$ cat src/design/bbt_pkg.sv
// Package for the border background trim block: word types, register
// indexes and fixed sizes. No dependencies.
package bbt_pkg;

    // Count fields are fixed at 13 bits
    localparam int COUNT_W = 13;
    localparam logic [COUNT_W-1:0] COUNT_FIELD_MAX = 13'd8191;

    // Queue between classifier and counter
    localparam int QUEUE_DEPTH = 4;
    localparam int QUEUE_AW    = 2;
    localparam int QUEUE_LW    = 3;

    // Configuration register indexes (byte address = 4 * index)
    localparam logic REG_BACKGROUND_RGB = 1'b0;
    localparam logic REG_MATCH_LIMIT    = 1'b1;

    localparam logic [23:0] BACKGROUND_RESET  = 24'd0;
    localparam logic [17:0] MATCH_LIMIT_RESET = 18'd4064;

    // Input word: one pixel
    typedef struct packed {
        logic [23:0] pixel_rgb;
        logic [7:0]  pixel_alpha;
        logic        last_in_row;
    } pixel_word_t;

    // Result word: counts for one row
    typedef struct packed {
        logic [COUNT_W-1:0] leading_clear_count;
        logic [COUNT_W-1:0] trailing_clear_count;
    } result_word_t;

    // Classified pixel passed from front to back
    typedef struct packed {
        logic is_match;
        logic alpha_nz;
        logic last;
    } class_word_t;

    // Queue status seen by the front end
    typedef struct packed {
        logic [QUEUE_LW-1:0] level;
        logic                not_empty;
    } queue_status_t;

endpackage

$ cat src/design/bbt_front.sv
// Front end: accepts pixels, squares the channel differences, compares the
// sum with the match limit and pushes a class word. Depends on bbt_pkg.
module bbt_front
(
    input  logic                  clk,
    input  logic                  rst_n,
    input  logic                  pix_valid,
    output logic                  pix_stall,
    input  bbt_pkg::pixel_word_t  pix_word,
    input  logic [23:0]           background_rgb,
    input  logic [17:0]           match_limit,
    input  bbt_pkg::queue_status_t q_status,
    output logic                  push,
    output bbt_pkg::class_word_t  push_word
);

    logic                        s1_valid_reg;
    logic [15:0]                 sq_r_reg, sq_g_reg, sq_b_reg;
    logic                        s1_alpha_nz_reg;
    logic                        s1_last_reg;
    logic                        accept;
    logic [7:0]                  d_r, d_g, d_b;
    logic [17:0]                 sum;
    logic [bbt_pkg::QUEUE_LW:0]  need;

    // Stall when the queue could not hold this word and the one in flight
    assign need      = {1'b0, q_status.level} + {{bbt_pkg::QUEUE_LW{1'b0}}, s1_valid_reg};
    assign pix_stall = (need >= (bbt_pkg::QUEUE_LW + 1)'(bbt_pkg::QUEUE_DEPTH));
    assign accept    = pix_valid && !pix_stall;

    // Absolute channel differences
    always_comb
    begin
        d_r = (pix_word.pixel_rgb[23:16] > background_rgb[23:16])
            ? pix_word.pixel_rgb[23:16] - background_rgb[23:16]
            : background_rgb[23:16] - pix_word.pixel_rgb[23:16];
        d_g = (pix_word.pixel_rgb[15:8] > background_rgb[15:8])
            ? pix_word.pixel_rgb[15:8] - background_rgb[15:8]
            : background_rgb[15:8] - pix_word.pixel_rgb[15:8];
        d_b = (pix_word.pixel_rgb[7:0] > background_rgb[7:0])
            ? pix_word.pixel_rgb[7:0] - background_rgb[7:0]
            : background_rgb[7:0] - pix_word.pixel_rgb[7:0];
    end

    // Square stage: control
    always_ff @(posedge clk or negedge rst_n)
    begin
        if (!rst_n)
        begin
            s1_valid_reg <= 1'b0;
        end
        else
        begin
            s1_valid_reg <= accept;
        end
    end

    // Square stage: payload
    always_ff @(posedge clk)
    begin
        if (accept)
        begin
            sq_r_reg        <= {8'd0, d_r} * {8'd0, d_r};
            sq_g_reg        <= {8'd0, d_g} * {8'd0, d_g};
            sq_b_reg        <= {8'd0, d_b} * {8'd0, d_b};
            s1_alpha_nz_reg <= (pix_word.pixel_alpha != 8'd0);
            s1_last_reg     <= pix_word.last_in_row;
        end
    end

    // Sum and compare, straight into the queue
    assign sum                = {2'b00, sq_r_reg} + {2'b00, sq_g_reg} + {2'b00, sq_b_reg};
    assign push               = s1_valid_reg;
    assign push_word.is_match = (sum <= match_limit);
    assign push_word.alpha_nz = s1_alpha_nz_reg;
    assign push_word.last     = s1_last_reg;

endmodule

$ cat src/design/bbt_queue.sv
// Short queue of class words between front and back end.
// Depends on bbt_pkg.
module bbt_queue
(
    input  logic                   clk,
    input  logic                   rst_n,
    input  logic                   push,
    input  bbt_pkg::class_word_t   push_word,
    input  logic                   pop,
    output bbt_pkg::class_word_t   head_word,
    output bbt_pkg::queue_status_t status
);

    bbt_pkg::class_word_t              entry_reg [bbt_pkg::QUEUE_DEPTH];
    logic [bbt_pkg::QUEUE_AW-1:0]      wr_ptr_reg, rd_ptr_reg;
    logic [bbt_pkg::QUEUE_LW-1:0]      level_reg, level_next;

    // Storage
    always_ff @(posedge clk)
    begin
        if (push)
        begin
            entry_reg[wr_ptr_reg] <= push_word;
        end
    end

    // Level tracking
    always_comb
    begin
        level_next = level_reg;
        case ({push, pop})
            2'b10:   level_next = level_reg + 1'b1;
            2'b01:   level_next = level_reg - 1'b1;
            default: level_next = level_reg;
        endcase
    end

    // Pointers
    always_ff @(posedge clk or negedge rst_n)
    begin
        if (!rst_n)
        begin
            wr_ptr_reg <= '0;
            rd_ptr_reg <= '0;
            level_reg  <= '0;
        end
        else
        begin
            if (push)
            begin
                wr_ptr_reg <= wr_ptr_reg + 1'b1;
            end
            if (pop)
            begin
                rd_ptr_reg <= rd_ptr_reg + 1'b1;
            end
            level_reg <= level_next;
        end
    end

    assign head_word        = entry_reg[rd_ptr_reg];
    assign status.level     = level_reg;
    assign status.not_empty = (level_reg != '0);

endmodule

$ cat src/design/bbt_back.sv
// Back end: runs the leading and trailing run counters over class words
// and loads the result register at row end. Depends on bbt_pkg.
module bbt_back
#(
    parameter logic [bbt_pkg::COUNT_W-1:0] COUNT_CAP = 13'd4096
)
(
    input  logic                   clk,
    input  logic                   rst_n,
    input  bbt_pkg::queue_status_t q_status,
    input  bbt_pkg::class_word_t   head_word,
    output logic                   pop,
    output logic                   res_valid,
    input  logic                   res_stall,
    output bbt_pkg::result_word_t  res_word
);

    logic                          lead_active_reg, lead_active_next;
    logic [bbt_pkg::COUNT_W-1:0]   lead_count_reg, lead_count_next;
    logic [bbt_pkg::COUNT_W-1:0]   trail_run_reg, trail_run_next;
    logic                          res_valid_reg;
    bbt_pkg::result_word_t         res_word_reg;
    logic                          lead_hit;
    logic                          load;

    // Pop unless a row end would overwrite a result still waiting
    assign pop  = q_status.not_empty &&
                  (!head_word.last || !res_valid_reg || !res_stall);
    assign load = pop && head_word.last;

    // Run counter update
    always_comb
    begin
        lead_hit         = lead_active_reg && head_word.is_match;
        lead_active_next = lead_hit;
        lead_count_next  = lead_count_reg;
        trail_run_next   = '0;
        if (lead_hit)
        begin
            lead_count_next = (lead_count_reg < COUNT_CAP)
                            ? lead_count_reg + 1'b1 : COUNT_CAP;
        end
        else if (head_word.is_match && head_word.alpha_nz)
        begin
            trail_run_next = (trail_run_reg < COUNT_CAP)
                           ? trail_run_reg + 1'b1 : COUNT_CAP;
        end
    end

    // Row state
    always_ff @(posedge clk or negedge rst_n)
    begin
        if (!rst_n)
        begin
            lead_active_reg <= 1'b1;
            lead_count_reg  <= '0;
            trail_run_reg   <= '0;
        end
        else if (pop)
        begin
            if (head_word.last)
            begin
                lead_active_reg <= 1'b1;
                lead_count_reg  <= '0;
                trail_run_reg   <= '0;
            end
            else
            begin
                lead_active_reg <= lead_active_next;
                lead_count_reg  <= lead_count_next;
                trail_run_reg   <= trail_run_next;
            end
        end
    end

    // Result register control
    always_ff @(posedge clk or negedge rst_n)
    begin
        if (!rst_n)
        begin
            res_valid_reg <= 1'b0;
        end
        else if (load)
        begin
            res_valid_reg <= 1'b1;
        end
        else if (!res_stall)
        begin
            res_valid_reg <= 1'b0;
        end
    end

    // Result register payload
    always_ff @(posedge clk)
    begin
        if (load)
        begin
            res_word_reg.leading_clear_count  <= lead_count_next;
            res_word_reg.trailing_clear_count <= trail_run_next;
        end
    end

    assign res_valid = res_valid_reg;
    assign res_word  = res_word_reg;

endmodule

$ cat src/design/border_background_trim_top.sv
// Border background trim, top level: config registers, front end, queue
// and back end. Depends on bbt_pkg, bbt_front, bbt_queue, bbt_back.
//
// Takes pixel words and gives one result word per row, on the pixel marked
// last in row, holding the leading and trailing background run lengths.
// Throughput is one pixel per clock while nothing stalls; the front end
// registers the channel squares and compares their sum on the way into the
// queue, and the back end counter takes one class word per clock unless a
// row end meets a waiting stalled result, and it registers each row result.
// The four-entry queue absorbs a stalled result side for a few pixels;
// pixel intake stalls once the queue fills. Both counts saturate at the
// smaller of MAX_WIDTH and 8191. Registers: background_rgb at byte address
// 0, match_limit at 4; write them only while idle.
module border_background_trim_top
#(
    parameter int MAX_WIDTH = 4096
)
(
    input  logic                  clk,
    input  logic                  rst_n,
    input  logic                  pix_valid,
    output logic                  pix_stall,
    input  bbt_pkg::pixel_word_t  pix_word,
    output logic                  res_valid,
    input  logic                  res_stall,
    output bbt_pkg::result_word_t res_word,
    input  logic                  psel,
    input  logic                  penable,
    input  logic                  pwrite,
    input  logic [2:0]            paddr,
    input  logic [31:0]           pwdata,
    output logic [31:0]           prdata,
    output logic                  pready
);

    localparam logic [bbt_pkg::COUNT_W-1:0] CountCap =
        (MAX_WIDTH < int'(bbt_pkg::COUNT_FIELD_MAX))
        ? bbt_pkg::COUNT_W'(MAX_WIDTH) : bbt_pkg::COUNT_FIELD_MAX;

    logic [23:0]             background_rgb_reg;
    logic [17:0]             match_limit_reg;
    logic                    cfg_write;
    logic                    push, pop;
    bbt_pkg::class_word_t    push_word, head_word;
    bbt_pkg::queue_status_t  q_status;

    // Configuration registers
    assign pready    = 1'b1;
    assign cfg_write = psel && penable && pwrite && pready;

    always_ff @(posedge clk or negedge rst_n)
    begin
        if (!rst_n)
        begin
            background_rgb_reg <= bbt_pkg::BACKGROUND_RESET;
            match_limit_reg    <= bbt_pkg::MATCH_LIMIT_RESET;
        end
        else if (cfg_write)
        begin
            case (paddr[2])
                bbt_pkg::REG_BACKGROUND_RGB: background_rgb_reg <= pwdata[23:0];
                bbt_pkg::REG_MATCH_LIMIT:    match_limit_reg    <= pwdata[17:0];
                default:                     match_limit_reg    <= match_limit_reg;
            endcase
        end
    end

    // Register read
    always_comb
    begin
        case (paddr[2])
            bbt_pkg::REG_BACKGROUND_RGB: prdata = {8'd0, background_rgb_reg};
            bbt_pkg::REG_MATCH_LIMIT:    prdata = {14'd0, match_limit_reg};
            default:                     prdata = 32'd0;
        endcase
    end

    bbt_front u_front
    (
        .clk            (clk),
        .rst_n          (rst_n),
        .pix_valid      (pix_valid),
        .pix_stall      (pix_stall),
        .pix_word       (pix_word),
        .background_rgb (background_rgb_reg),
        .match_limit    (match_limit_reg),
        .q_status       (q_status),
        .push           (push),
        .push_word      (push_word)
    );

    bbt_queue u_queue
    (
        .clk       (clk),
        .rst_n     (rst_n),
        .push      (push),
        .push_word (push_word),
        .pop       (pop),
        .head_word (head_word),
        .status    (q_status)
    );

    bbt_back #(
        .COUNT_CAP (CountCap)
    ) u_back
    (
        .clk       (clk),
        .rst_n     (rst_n),
        .q_status  (q_status),
        .head_word (head_word),
        .pop       (pop),
        .res_valid (res_valid),
        .res_stall (res_stall),
        .res_word  (res_word)
    );

endmodule

$ cat config.mk
export PLATFORM = sky130hd
export DESIGN_NAME = border_background_trim_top
export DESIGN_NICKNAME = d
export VERILOG_FILES = /design/src/design/bbt_pkg.sv /design/src/design/bbt_front.sv /design/src/design/bbt_queue.sv /design/src/design/bbt_back.sv /design/src/design/border_background_trim_top.sv
export SDC_FILE = /design/constraint.sdc
export NUM_CORES = 1
export LEC_CHECK = 0
export BUFFER_PORTS_ARGS = -buffer_cell sky130_fd_sc_hd__buf_2
export CAP_MARGIN = 20
export CORE_MARGIN = 5
export CORE_UTILIZATION = 60
export CTS_CLUSTER_SIZE = 14
export DETAILED_ROUTE_END_ITERATION = 12
export HOLD_SLACK_MARGIN = 0.02
export MAX_ROUTING_LAYER = met4
export PLACE_DENSITY = 0.81
export SLEW_MARGIN = 0
export SYNTH_ARGS = -nofsm -noshare
export SYNTH_HDL_FRONTEND = slang
export SYNTH_SLANG_ARGS = --single-unit
export TNS_END_PERCENT = 5
$ cat constraint.sdc
create_clock -name clk -period 11.6 [get_ports clk]
set_input_delay 2.32 -clock clk [delete_from_list [all_inputs] [get_ports clk]]
set_output_delay 2.32 -clock clk [all_outputs]
set_load 0.02 [all_outputs]
# Yosys cells after proc, flatten, opt, wreduce, memory -nomap -nowiden
# Memories as Yosys holds them, arrays and structs flattened.
# Cells that the tools add are included.
# totals
ff_bits	154
latchBits	0
ramBits	12
rom_bits	0
input_bits	75
output_inout_bits	61
elab_cells	82
mem_count	1
# mem_list
name	words	word_bits	read_ports	rd_clocked_by_memory_dff	write_ports	line	rtl
u_queue.entry_reg	4	3	1	0	1	bbt_queue.sv:14	bbt_pkg::class_word_t entry_reg [bbt_pkg::QUEUE_DEPTH];
# op_classes
addsub	15
mul	3
div_mod_pow	0
n_lt_le_gt_ge	7
eq_ne	3
shift	0
n_mux	17
n_bitwise	1
reduce_logical	18
# ops
cell	n
$mux 13	7
$pmux 32 s2	1
$mul 8x8->16	3
$sub 8x8->8	6
$add 13x1->13 const B	2
$lt 13x13->1 const B	2
$gt 8x8->1	3
$mux 8	3
$add 18x16->18	1
$le 18x18->1	1
$add 16x16->17	1
$reduce_bool 8->1	1
$logic_and 1x1->1	7
$pmux 3 s2	1
$mux 1	5
$add 2x1->2 const B	2
$add 3x1->4	1
$ge 4x3->1 const B	1
$logic_not 1->1	4
$reduce_and 2->1	2
$add 3x1->3 const B	1
$reduce_bool 3->1	1
$sub 3x1->3 const B	1
$eq 2x1->1 const B	1
5 further kinds	6

# Longest topological paths before layout
# An unclocked memory read counts as a cell.
# depth
word_depth	7
depth_mapped	27

# Hierarchy
# A second synthesis with hierarchy kept.
# unflattened
hier_cells	1498
hier_area_um2	15051.9
# by_module_without_submodules
module	instances	cells_each	area_each_um2
bbt_front	1	1071	9521.6
bbt_back	1	252	2687.6
border_background_trim_top	1	127	2023.2
bbt_queue	1	48	819.5

# Worst setup path after synthesis
# Ideal clock, no wire load.
# synth_path
kind	input-to-reg
startpoint	input pix_word[17] in the netlist's numbering
endpoint	register u_front.sq_g_reg[15], data pin
setup_time_ns	0.259
arrival_ns	8.030
t_required_ns	11.341
slack_ns	3.311
path_stages	24
path_cell_list	inv_1 ha_1 inv_1 fa_1 a21oi_1 o22ai_1 o21ai_4 mux2i_2 xor2_2 or2_1 inv_1 fa_1 fa_1 inv_1 fa_1 fa_1 inv_1 ha_1 or2_2 a21oi_1 nor2_1 a221oi_1 o21ai_0 xnor2_1
# synth_between
elab_chain_cells	3
# synth_rtl
item	line	rtl
from (decl)	border_background_trim_top.sv:23	input bbt_pkg::pixel_word_t pix_word,
$sub 8x8->8, or another cell as far along	bbt_front.sv:39	: background_rgb[15:8] - pix_word.pixel_rgb[15:8];
$mux 8 (*)	bbt_front.sv:38	? pix_word.pixel_rgb[15:8] - background_rgb[15:8]
$mul 8x8->16 (*)	bbt_front.sv:64	sq_g_reg <= {8'd0, d_g} * {8'd0, d_g};
to (signal assigned)	bbt_front.sv:64	
to (decl)	bbt_front.sv:18	logic [15:0] sq_r_reg, sq_g_reg, sq_b_reg;
# Mark *: on every way between the ends. The rest lies on a longest branch, timed or not.
# A chain may end at the register's enable or synchronous reset.

# Final worst setup path
# Same ends and word-level chain as after synthesis.

==> flow_summary.yaml <==
outcome:
  status: "completed"
setup_path:
  worstSetupPathType: "in -> reg"
  rr_startpoint: "background_rgb_reg[8]"
  startpoint_type: "primary input"
  timing.rr.end: "u_front.sq_g_reg[15]"
  worstPathArrival_ns: 8.72
  worstPathRequired_ns: 11.78
  rrSetupSlack_ns: 4.69
  crit_path_max_fanout: 10
  worst_setup_path_end_kind: "register"
  critical_path.startpoint: "pix_word[17]"
  reg2reg_depth: 23
placement:
  dpl.hpwl_um: 23600
  port_buffers: 116
  gp_congestion: 0.886
timing:
  setup_viol: 0
  min_period_ns: 8.54
  max_freq_mhz: 117
  hold_viol: 0
  maxSlewViolCount: 0
  fin_skew_ns: 0.0125
  rsz0062_at_grt: "no"
  tightest_slew_ns: 0.933
  timing.final.crit_share: 0.737
  maxSlewHeadroom: 0.360
  tns_ns: 0
detailed_routing:
  wirelength_um: 30400
  viasPerCell: 5.57
  ant_nets: 0
  first_iter_violations: 650
  via_count: 11100
  firstDrtPassIters: 5
  drc_errors: 0
  wl_per_cell_um: 15.2
cts:
  clock_path_buffers: 2
  cts_made_buffers: 17
  cts_max_level: 4
  clkTransAtPathRegs_ns: 0.07
  clk_latency_ns: 0.43
  root_buffer: "clkbuf_16"
  postCtsHoldBufs: 0
  cts_sinks: 163
  ctsResizeCount: 0
  postCtsSetupBuffers: 0
  cts_tree: "built"
synthesis:
  ys_ff_latch: 163
  synth.distinct_cells: 78
  synthTopCellsByArea: "edfxtp_1, ha_1, dfrtp_1"
  synth_area_leader_cell: "edfxtp_1"
  synth_area_per_cell_um2: 9.78
  synth_enable_flop_cells: 85
  synth_top_area_share: 0.169
  yosysSeqAreaShare: 0.298
  synthArstFlopShare: 0.479
  synth_ff_type: "edfxtp_1"
  yosysWarnings: 0
  syn_area_mm2: 0.0151
  syn_inst: 1547
final_layout:
  largest_reg_flops: 26
  area.sequential_mm2: 0.00451
  antenna_cells: 0
  drive_gt1_frac: 0.155
  finalNetCount: 1999
  area_growth_pct: 9.83
  multi_input_area_mm2: 0.00953
  fillers: 1925
  fin_util: 0.664
floorplan:
  io_pins: 136
  rows: 58
  die_y_um: 169
  die_w_um: 169
  core-area_mm2: 0.0250
  dieArea_mm2: 0.0285
  start_util: 0.604
min_path:
  holdPathEnd: "background_rgb_reg[15]"
  min_path_cells: 1
  hold_class: "reg -> reg"
  hold_path.startpoint: "background_rgb_reg[15]"
job:
  max-cap-violations: 0
grt:
  groute.usage.overall: 0.227
  grt_pass1_vias: 11300
  overflow: 0
  antenna_found_initial: 0
  grt_pass1_wl_um: 52300
  grt_max_degree: 59
[placed cells by master, fill, tap and decap left out, drive strengths merged, types with 7 or more instances in the layout]
cell    netlist  routed
o31ai         7       7
nor2        160     160
a21o         34      34
fa           83      83
buf          22     125
clkinv        0       9
mux2         43      43
a21oi        75      75
nand3        30      30
nand2        69      69
mux2i        19      19
nor3         27      27
conb          2       9
xor2         38      38
ha          188     188
clkbuf       23      17
nand2b       10      10
nand4        11      11
nor2b        13      13
dfstp         8       8
edfxtp       85      85
o21a         17      17
xnor2        74      74
dfrtp        70      70
o21ai        65      65
o21bai       11      11
and2         10      10
a22o         20      20
inv         231     236
or3           7       7
and3         11      11
or2          21      21
[how the worst max path moves through the flow]
stage | slack (ns) | to | depth (start not counted)
final | 3.06 | u_front.sq_g_reg[15] | 25
after global placement | 2.74 | u_front.sq_b_reg[14] | 23
after CTS | 3.08 | u_front.sq_g_reg[15] | 25
after global routing | 2.72 | u_front.sq_r_reg[15] | 22
after floorplan | 3.31 | u_front.sq_g_reg[15] | 24
after detailed placement | 2.66 | u_front.sq_g_reg[15] | 25
[Yosys cell counts, types with 8 or more instances]
library cell  instances
o21bai_1             11
or2_2                12
nand3_1              29
mux2_2               43
mux2i_1              13
edfxtp_1             85
nor2_1              156
clkbuf_1             23
or2_1                 9
dfstp_2               8
a21oi_1              73
a22o_1               20
nor2b_1              13
nand2b_1             10
o21ai_0              61
nand4_1              11
and2_1                9
xor2_1               32
nor3_1               26
and3_1               11
a21o_1               34
o21a_1               17
dfrtp_1              70
buf_2                 8
fa_1                 83
ha_1                188
buf_4                10
inv_1               228
nand2_1              69
xnor2_1              71
[routing by layer]
metal,vias to the layer above,wire length (um),track usage
met3,54,1260,0.0304
met2,266,15400,0.388
met5,-,0,-
met4,0,721,0.0692
li1,5410,-,-
met1,5384,13000,0.282
[logic make-up (layout without fill, tap and decap cells)]
group	count (synthesis)	after routing	synth area share
AOI/OAI and AO/OA	276	276	0.120
xor gates and xnor gates	112	112	0.0708
adders and majority gates	271	271	0.265
buffers and inverters	276	388	0.0736
DFF	163	163	0.298
muxes	65	65	0.0534
other	2	9	0.000497
and+or+nand+nor	382	382	0.118
[critical path, cell delays in order]
cell and delay, ns:
buf_2 0.11, inv_1 0.05, ha_1 0.14, inv_1 0.06
fa_1 0.41, a21oi_1 0.23, o22ai_1 0.19, o21ai_4 0.35
mux2i_2 0.31, xor2_2 0.49, or2_1 0.22, inv_1 0.07
fa_1 0.49, fa_1 0.56, inv_1 0.06, fa_1 0.50
fa_1 0.54, inv_1 0.04, ha_1 0.33, or2_2 0.32
a21oi_1 0.14, nor2_1 0.08, a221oi_1 0.37, o21ai_0 0.18
xnor2_1 0.15
[cell type report]
| type | instances | share of cell area |
|---|---|---|
| inverter | 231 | 0.0522 |
| clock inverter | 15 | 0.0127 |
| clock buffer | 17 | 0.0256 |
| timing repair buffer | 125 | 0.0392 |
| tap | 330 | 0.0249 |
| sequential | 163 | 0.272 |
| multi-input combinational | 1115 | 0.574 |
[through the flow]
| step | setup slack [ns] | hold slack, ns | area [um^2] | instances |
|---|---|---|---|---|
| after global routing | 2.72 | 0.537 | 16600 | 1996 |
| after detailed placement | 2.66 | 0.499 | 16000 | 1964 |
| final | 3.06 | 0.511 | 16600 | 1996 |
| after CTS | 3.08 | 0.516 | 16600 | 1996 |
| after floorplan | 3.31 | 0.459 | 15200 | 1554 |
| after global placement | 2.74 | 0.481 | 16000 | 1964 |
Power is left out: the tool's default activity adds up to more than one toggle a clock period on the data nets, which glitch-free logic cannot reach.
